<file path="src/design/family_lineage_tracker_top_defines.svh">
// Assertion helpers for the lineage tracker top.
`ifndef FAMILY_LINEAGE_TRACKER_TOP_DEFINES_SVH
`define FAMILY_LINEAGE_TRACKER_TOP_DEFINES_SVH

// A condition that must hold at every clock edge outside reset.
`define FLT_ASSERT(label, cond, msg) \
  label: assert property (@(posedge clk) disable iff (rst) (cond)) else $error(msg);

// A condition that must hold in the cycle after a trigger.
`define FLT_ASSERT_NEXT(label, trig, cons, msg) \
  label: assert property (@(posedge clk) disable iff (rst) (trig) |=> (cons)) else $error(msg);

`endif

</file>
<file path="src/design/flt_pkg.sv">
package flt_pkg;

  localparam int MAX_POP = 256;
  localparam int IDX_W = $clog2(MAX_POP);
  localparam int SIZE_W = IDX_W + 1;
  localparam int POP_W = 9;
  localparam int CNT_W = 32;

  localparam logic [POP_W-1:0] POP_MIN = POP_W'(2);
  localparam logic [POP_W-1:0] POP_MAX = POP_W'(MAX_POP);
  localparam logic [CNT_W-1:0] CNT_SAT = '1;

  typedef enum logic [0:0] {
    FUNC_EVENT   = 1'b0,
    FUNC_RESTART = 1'b1
  } func_t;

  typedef struct packed {
    func_t      func;
    logic [7:0] dying_index;
    logic [7:0] replicating_index;
  } event_t;

  typedef struct packed {
    logic [8:0]  extant_families;
    logic        fixed;
    logic [31:0] events_taken;
    logic        index_error;
  } result_t;

  // Write of one member's family.
  typedef struct packed {
    logic             we;
    logic [IDX_W-1:0] addr;
    logic [IDX_W-1:0] data;
  } map_wr_t;

  // Write of the growth count at the replicating family and the loss count
  // at the dying family.
  typedef struct packed {
    logic              we;
    logic [IDX_W-1:0]  loss_fam;
    logic [IDX_W-1:0]  repl_fam;
    logic [SIZE_W-1:0] inc_data;
    logic [SIZE_W-1:0] dec_data;
  } size_wr_t;

endpackage

</file>
<file path="src/design/flt_member_map.sv">
module flt_member_map
  import flt_pkg::*;
(
  input  logic             clk,
  input  logic             rst,
  input  logic             en,
  input  logic             clear,
  input  logic [IDX_W-1:0] rd_addr_a,
  input  logic [IDX_W-1:0] rd_addr_b,
  input  map_wr_t          wr,
  output logic [IDX_W-1:0] rd_data_a,
  output logic [IDX_W-1:0] rd_data_b
);

  logic [IDX_W-1:0] mem [MAX_POP];
  logic [MAX_POP-1:0] valid;

  logic [IDX_W-1:0] addr_a;
  logic [IDX_W-1:0] addr_b;
  logic [IDX_W-1:0] raw_a;
  logic [IDX_W-1:0] raw_b;
  logic             valid_a;
  logic             valid_b;

  logic             prev_clear;
  logic             prev_we;
  logic [IDX_W-1:0] prev_addr;
  logic [IDX_W-1:0] prev_data;

  always_ff @(posedge clk) begin
    if (en) begin
      if (wr.we) begin
        mem[wr.addr] <= wr.data;
      end
      raw_a     <= mem[rd_addr_a];
      raw_b     <= mem[rd_addr_b];
      addr_a    <= rd_addr_a;
      addr_b    <= rd_addr_b;
      prev_addr <= wr.addr;
      prev_data <= wr.data;
    end
  end

  always_ff @(posedge clk) begin
    if (rst) begin
      valid      <= '0;
      valid_a    <= 1'b0;
      valid_b    <= 1'b0;
      prev_clear <= 1'b0;
      prev_we    <= 1'b0;
    end else if (en) begin
      valid_a    <= valid[rd_addr_a];
      valid_b    <= valid[rd_addr_b];
      prev_clear <= clear;
      prev_we    <= wr.we;
      if (clear) begin
        valid <= '0;
      end else if (wr.we) begin
        valid[wr.addr] <= 1'b1;
      end
    end
  end

  // The registered read misses the write made in the same cycle, so that
  // write is replayed here. An entry never written since restart is its own
  // family.
  always_comb begin
    if (prev_clear) begin
      rd_data_a = addr_a;
    end else if (prev_we && (prev_addr == addr_a)) begin
      rd_data_a = prev_data;
    end else if (valid_a) begin
      rd_data_a = raw_a;
    end else begin
      rd_data_a = addr_a;
    end
  end

  always_comb begin
    if (prev_clear) begin
      rd_data_b = addr_b;
    end else if (prev_we && (prev_addr == addr_b)) begin
      rd_data_b = prev_data;
    end else if (valid_b) begin
      rd_data_b = raw_b;
    end else begin
      rd_data_b = addr_b;
    end
  end

endmodule

</file>
<file path="config.mk">
export PLATFORM = sky130hd
export DESIGN_NAME = flt_member_map
export DESIGN_NICKNAME = d
export VERILOG_FILES = /design/src/design/family_lineage_tracker_top_defines.svh /design/src/design/flt_pkg.sv /design/src/design/flt_member_map.sv
export SDC_FILE = /design/constraint.sdc
export NUM_CORES = 2
export LEC_CHECK = 0
export BUFFER_PORTS_ARGS = -buffer_cell sky130_fd_sc_hd__buf_2
export CORE_MARGIN = 5
export CORE_UTILIZATION = 28
export DETAILED_ROUTE_END_ITERATION = 7
export GPL_TIMING_DRIVEN = 1
export PLACE_DENSITY_LB_ADDON = 0.3
export RECOVER_POWER = 50
export SLEW_MARGIN = 20
export SYNTH_ARGS = -nofsm -noshare
export SYNTH_HDL_FRONTEND = slang
export SYNTH_SLANG_ARGS = --single-unit
</file>
<file path="constraint.sdc">
create_clock -name clk -period 7.5 [get_ports clk]
set_input_delay 1.5 -clock clk [delete_from_list [all_inputs] [get_ports clk]]
set_output_delay 1.5 -clock clk [all_outputs]
set_load 0.01 [all_outputs]
</file>
**Word-level counts from Yosys, hierarchy flattened**

Memory sizes are Yosys's and may differ from the RTL's. A register that Yosys moved wholly into a read port is not among the register bits.
Cells that the tools add are included.

- $add $sub $neg: 0
- $mul: 0
- Div/mod/pow operators: 0
- Order comparisons: 4
- Equal/unequal tests: 2
- Shifts and indexed selects: 0
- Muxes and demuxes: 17
- Bitwise operators: 1
- Reduce and logical (&&, ||, !) cells: 5

Operators with widths:

| kind | count |
|---|---|
| 256-bit 2-to-1 mux | 2 |
| 256-bit OR | 1 |
| 8-bit 2-to-1 mux | 6 |
| 8-bit by 9-bit less-than comparator with 1-bit output (second input constant) | 3 |
| 1-bit binary-select mux with 8-bit select | 2 |
| 8-bit equality test | 2 |
| 1-bit demux with 8-bit select | 1 |
| 8-bit by 1-bit greater-or-equal comparator with 1-bit output (second input constant) | 1 |
| 1-bit 2-to-1 mux | 6 |
| 1-bit logical AND | 3 |
| 2-bit AND reduction | 1 |
| 2-bit nonzero test | 1 |

- Register bits: 292
- Latch bits: 0
- Bits in writable memories: 2048
- Memory bits (read-only): 0
- Input port bits: 37
- Output and inout bits: 16
- Word-level logic and storage cells: 39
- Memories kept: 1

Memories:

| memory | depth | width | rd ports | clocked after memory_dff | wr ports | RTL line | text |
|---|---|---|---|---|---|---|---|
| mem | 256 | 8 | 2 | 2 | 1 | flt_member_map.sv:15 | `logic [IDX_W-1:0] mem [MAX_POP];` |

**Logic depth before layout (Yosys ltp)**

- Depth in word-level cells: 7
- Depth in mapped cells: 11
- Mapped depth without buffers: 6

**Worst setup path before layout**

Ideal clock, no wire load.

- Kind: in2reg
- From: input port rd_addr_a[1]
- To: register raw_a[0], read port of mem, data pin
- Setup time: 0.259 ns
- Arrival: 3.531 ns
- Required time: 7.241 ns
- Path slack: 3.710 ns
- Cell stages on the path: 10
- Path buffers: 4
- Path through: buf_2 -> buf_4 -> clkbuf_1 -> buf_1 -> mux4_2 -> a22oi_1 -> a21oi_1 -> nor4_1 -> o22ai_1 -> or2_1

RTL lines:

| what | RTL line | text |
|---|---|---|
| start, declared | flt_member_map.sv:8 | `input logic [IDX_W-1:0] rd_addr_a,` |
| end, declared | flt_member_map.sv:20 | `logic [IDX_W-1:0] raw_a;` |

**Final worst setup path**

- From: input port en
- To: memory mem[48][7] in the netlist's numbering (enable)

- Longest elaborated chain between the ends: 2

Ends and longest elaborated chain:

| what | RTL line | text |
|---|---|---|
| start, declared | flt_member_map.sv:6 | `input logic en,` |
| 1-bit 2-to-1 mux | flt_member_map.sv:31 | `if (en) begin` |
| 1-bit 2-to-1 mux (not written as such) | flt_member_map.sv:33 | `mem[wr.addr] <= wr.data;` |
| end, declared | flt_member_map.sv:15 |  |

No other way between the ends.

==> results.sh <==
export IMPL_grt_max_degree=163
export IMPL_hold_viol_final=0
export IMPL_clkPwrFrac_pct=43.7
export IMPL_dieArea_sq_um=397000
export IMPL_syn2layout_area_growth_pct=14.2
export IMPL_vias=64300
export IMPL_via_per_inst=5.69
export IMPL_synth_cells=6036
export IMPL_cts_root_buf="clkbuf_16"
export IMPL_syn_nets=6073
export IMPL_yosys_area_top_type_share_pct=58.4
export IMPL_hold_class="reg2reg"
export IMPL_grt_pass1_wl_mm=513
export IMPL_max_freq_mhz=171
export IMPL_numClockSinks=2356
export IMPL_yosys_area_top_type="edfxtp_1"
export IMPL_fp_coreArea_sq_um=383000
export IMPL_cp_max_fo=19
export IMPL_cp_top_family="simple AND/OR/NAND/NOR gates"
export IMPL_grt_overflow_total=0
export IMPL_ys_flop_type="edfxtp_1"
export IMPL_nets=6098
export IMPL_startpoint_type="input port"
export IMPL_gp_congestion=0.855
export IMPL_setup_viol=0
export IMPL_ys_ff_latch=2356
export IMPL_leakage_nw=36.8
export IMPL_critical_path_max_stage_delay_ns=1.24
export IMPL_status="finished, violations left"
export IMPL_holdBufCountCts=0
export IMPL_cp_required_ns=7.94
export IMPL_grt_pass1_vias=65600
export IMPL_port_buffers=52
export IMPL_switching_power_mw=6.97
export IMPL_p_per_area_nw_per_um2=241
export IMPL_die_w_um=630
export IMPL_min_period_over_period_pct=78.0
export IMPL_fin_skew_ns=0.0466
export IMPL_postCtsSetupRepairBufs=0
export IMPL_path_cells="buf_2 -> clkbuf_1 -> and2_0 -> nand2_2 -> nor2_1"
export IMPL_remaining_drc_errors=0
export IMPL_cp_slowest_cell="nor2_1"
export IMPL_wl_mm=364
export IMPL_relSlewSlack_pct=-284
export IMPL_power_mw=29.6
export IMPL_rsz0062_at_grt="no"
export IMPL_crit_start="en"
export IMPL_end_kind="register"
export IMPL_switching_share_pct=23.5
export IMPL_wl_per_cell_um=32.2
export IMPL_fp_dieH_um=630
export IMPL_yosysUniqueCellTypes=56
export IMPL_synth_avg_cell_area_sq_um=17.9
export IMPL_ctsResizeCount=0
export IMPL_initialDrtViolationCount=7927
export IMPL_yosysWarnings=0
export IMPL_reg2reg_slack_ns=3.88
export IMPL_initial_core_util_pct=28.1
export IMPL_worst_slew_pin_slew_ns=5.76
export IMPL_grt_util_all_layers_pct=17.8
export IMPL_worstReg2RegStart="mem[88][2]"
export IMPL_first_pass_iters=6
export IMPL_internal_power_mw=22.7
export IMPL_period_minus_slack_ns=5.85
export IMPL_violations="max-capacitance violations, max-slew violations"
export IMPL_ant_nets=0
export IMPL_p_seq_share_pct=48.5
export IMPL_ios=53
export IMPL_finalMaxSlewViolations=1258
export IMPL_path_class="in2reg"
export IMPL_cts_buffer_depth=4
export IMPL_drv_cap=21
export IMPL_htreeDepth=5
export IMPL_cp_buffers_inverters=2
export IMPL_clk_latency_ns=0.88
export IMPL_cts_buffers_inserted=266
export IMPL_synth_area_leaders="edfxtp_1 58%, mux4_2 24%, dfxtp_1 4.8%, a22oi_1 3.6%, a21oi_1 2.4%"
export IMPL_hpwlAfterDp_mm=229
export IMPL_grt_antenna_before_repair=23
export IMPL_synth_edf_count=2096
export IMPL_clkTransAtPathRegs_ns=0.06
export IMPL_synth_area_sq_um=108000
export IMPL_cts_tree="built"
export IMPL_critPathArrivalTime_ns=6.29
export IMPL_tns_ns=0
export IMPL_rows=227
export IMPL_worstHoldStart="valid[178]"
export IMPL_synthArstFlopShare_pct=0
export IMPL_combinationalPowerShare_pct=7.8
export IMPL_drive_gt1_share_pct=29.8
export IMPL_synth_seq_area_share_pct=63.2
export IMPL_peakVddDrop_v=0.000164
metal layers:
| metal | wire length [um] | share of wire, % | track usage (%) | vias to the layer above |
|---|---|---|---|---|
| met1 | 148000 | 41 | 24.2 | 34900 |
| met3 | 33200 | 9.1 | 4.10 | 547 |
| met2 | 172000 | 47 | 28.5 | 3267 |
| met4 | 11500 | 3.1 | 5.08 | 4 |
| met5 | 23 | 0.0063 | 0 | - |
| li1 | - | - | - | 25600 |
cells in the mapped netlist, drive strengths merged, types with 4 or more instances:
cell,number
nor2,552
nor2b,9
a21oi,523
edfxtp,2096
nand2b,17
o22ai,40
mux2i,36
a22oi,522
buf,211
nand3,12
mux2,4
o21ai,4
o22a,32
nor4,69
dfxtp,260
a211oi,8
clkbuf,324
or2,20
mux4,1147
nor3,16
inv,10
o221ai,12
xor2,14
nand2,54
through the flow:
step,cell area (sq um),hold WS (ns),cells,setup slack [ns],utilization (%)
global placement,115000,0.458,10800,0.812,29.9
global route,123000,0.511,11300,1.54,32.1
detailed placement,115000,0.473,10800,1.67,30.0
floorplan,108000,0.448,6036,3.71,-
CTS,123000,0.487,11300,2.38,32.2
finish,123000,0.484,11300,1.65,32.1
state kept, by name (all words and copies together) (netlist names):
register and cells:
prev_data 8, valid 256, prev_we 1, prev_addr 8, prev_clear 1, addr_a 8
valid_a 1, raw_b 8, addr_b 8, raw_a 8, mem 2048, valid_b 1
worst reg2reg max path, delay by kind of cell (launching register included):
kind	cells	cell delay [ns]
muxes	1	0.46
and+or+nand+nor	2	1.24
DFF	1	0.39
AOI/OAI and AO/OA	3	1.26
path summary, 6_finish.rpt:
path                              endpoint  cells after the start
worst max-delay path            mem[48][7]                      5
worst min-delay path            valid[178]                      2
worst max register to register    raw_b[2]                      6
worst min register to register  valid[178]                      2
final cells by class:
class	instances	area [sq um]
antenna	9	22.5
clock buffer	314	7020
clock inverter	153	1450
fill	36500	260000
inverter	10	37.5
multi-input combinational	3135	37500
sequential	2356	68100
tap	5038	6300
timing repair buffer	292	2610
cell usage in the layout, fill, tap and decap left out, types with 36 or more instances in the layout:
master        n
a21oi_1     523
a22oi_1     522
buf_12       46
buf_4       168
clkbuf_1     84
clkbuf_16   273
clkinv_1     48
clkinv_2     60
dfxtp_1     260
edfxtp_1   2096
mux2i_1      36
mux4_2     1147
nor2_1      538
nor4_1       39
o22ai_1      40
kinds of logic after synthesis:
family	Yosys count	share of synthesized area, %
multiplexers	1187	24.3
buffers and inverters	545	2.34
AND/OR/NAND/NOR	765	3.01
flip-flops	2356	63.2
AO/OA/AOI/OAI	1167	6.93
XOR/XNOR	16	0.130
power by group through the flow:
stage | registers, mW | logic [mW] | clock network [mW]
after floorplan | 14.6 | 1.27 | 0
after global placement | 14.6 | 2.29 | 0
after detailed placement | 14.6 | 2.32 | 0
after CTS | 14.4 | 2.32 | 13.2
after global routing | 14.4 | 2.41 | 13.7
final | 14.4 | 2.31 | 13.0
(Power assumes the default switching activity.)
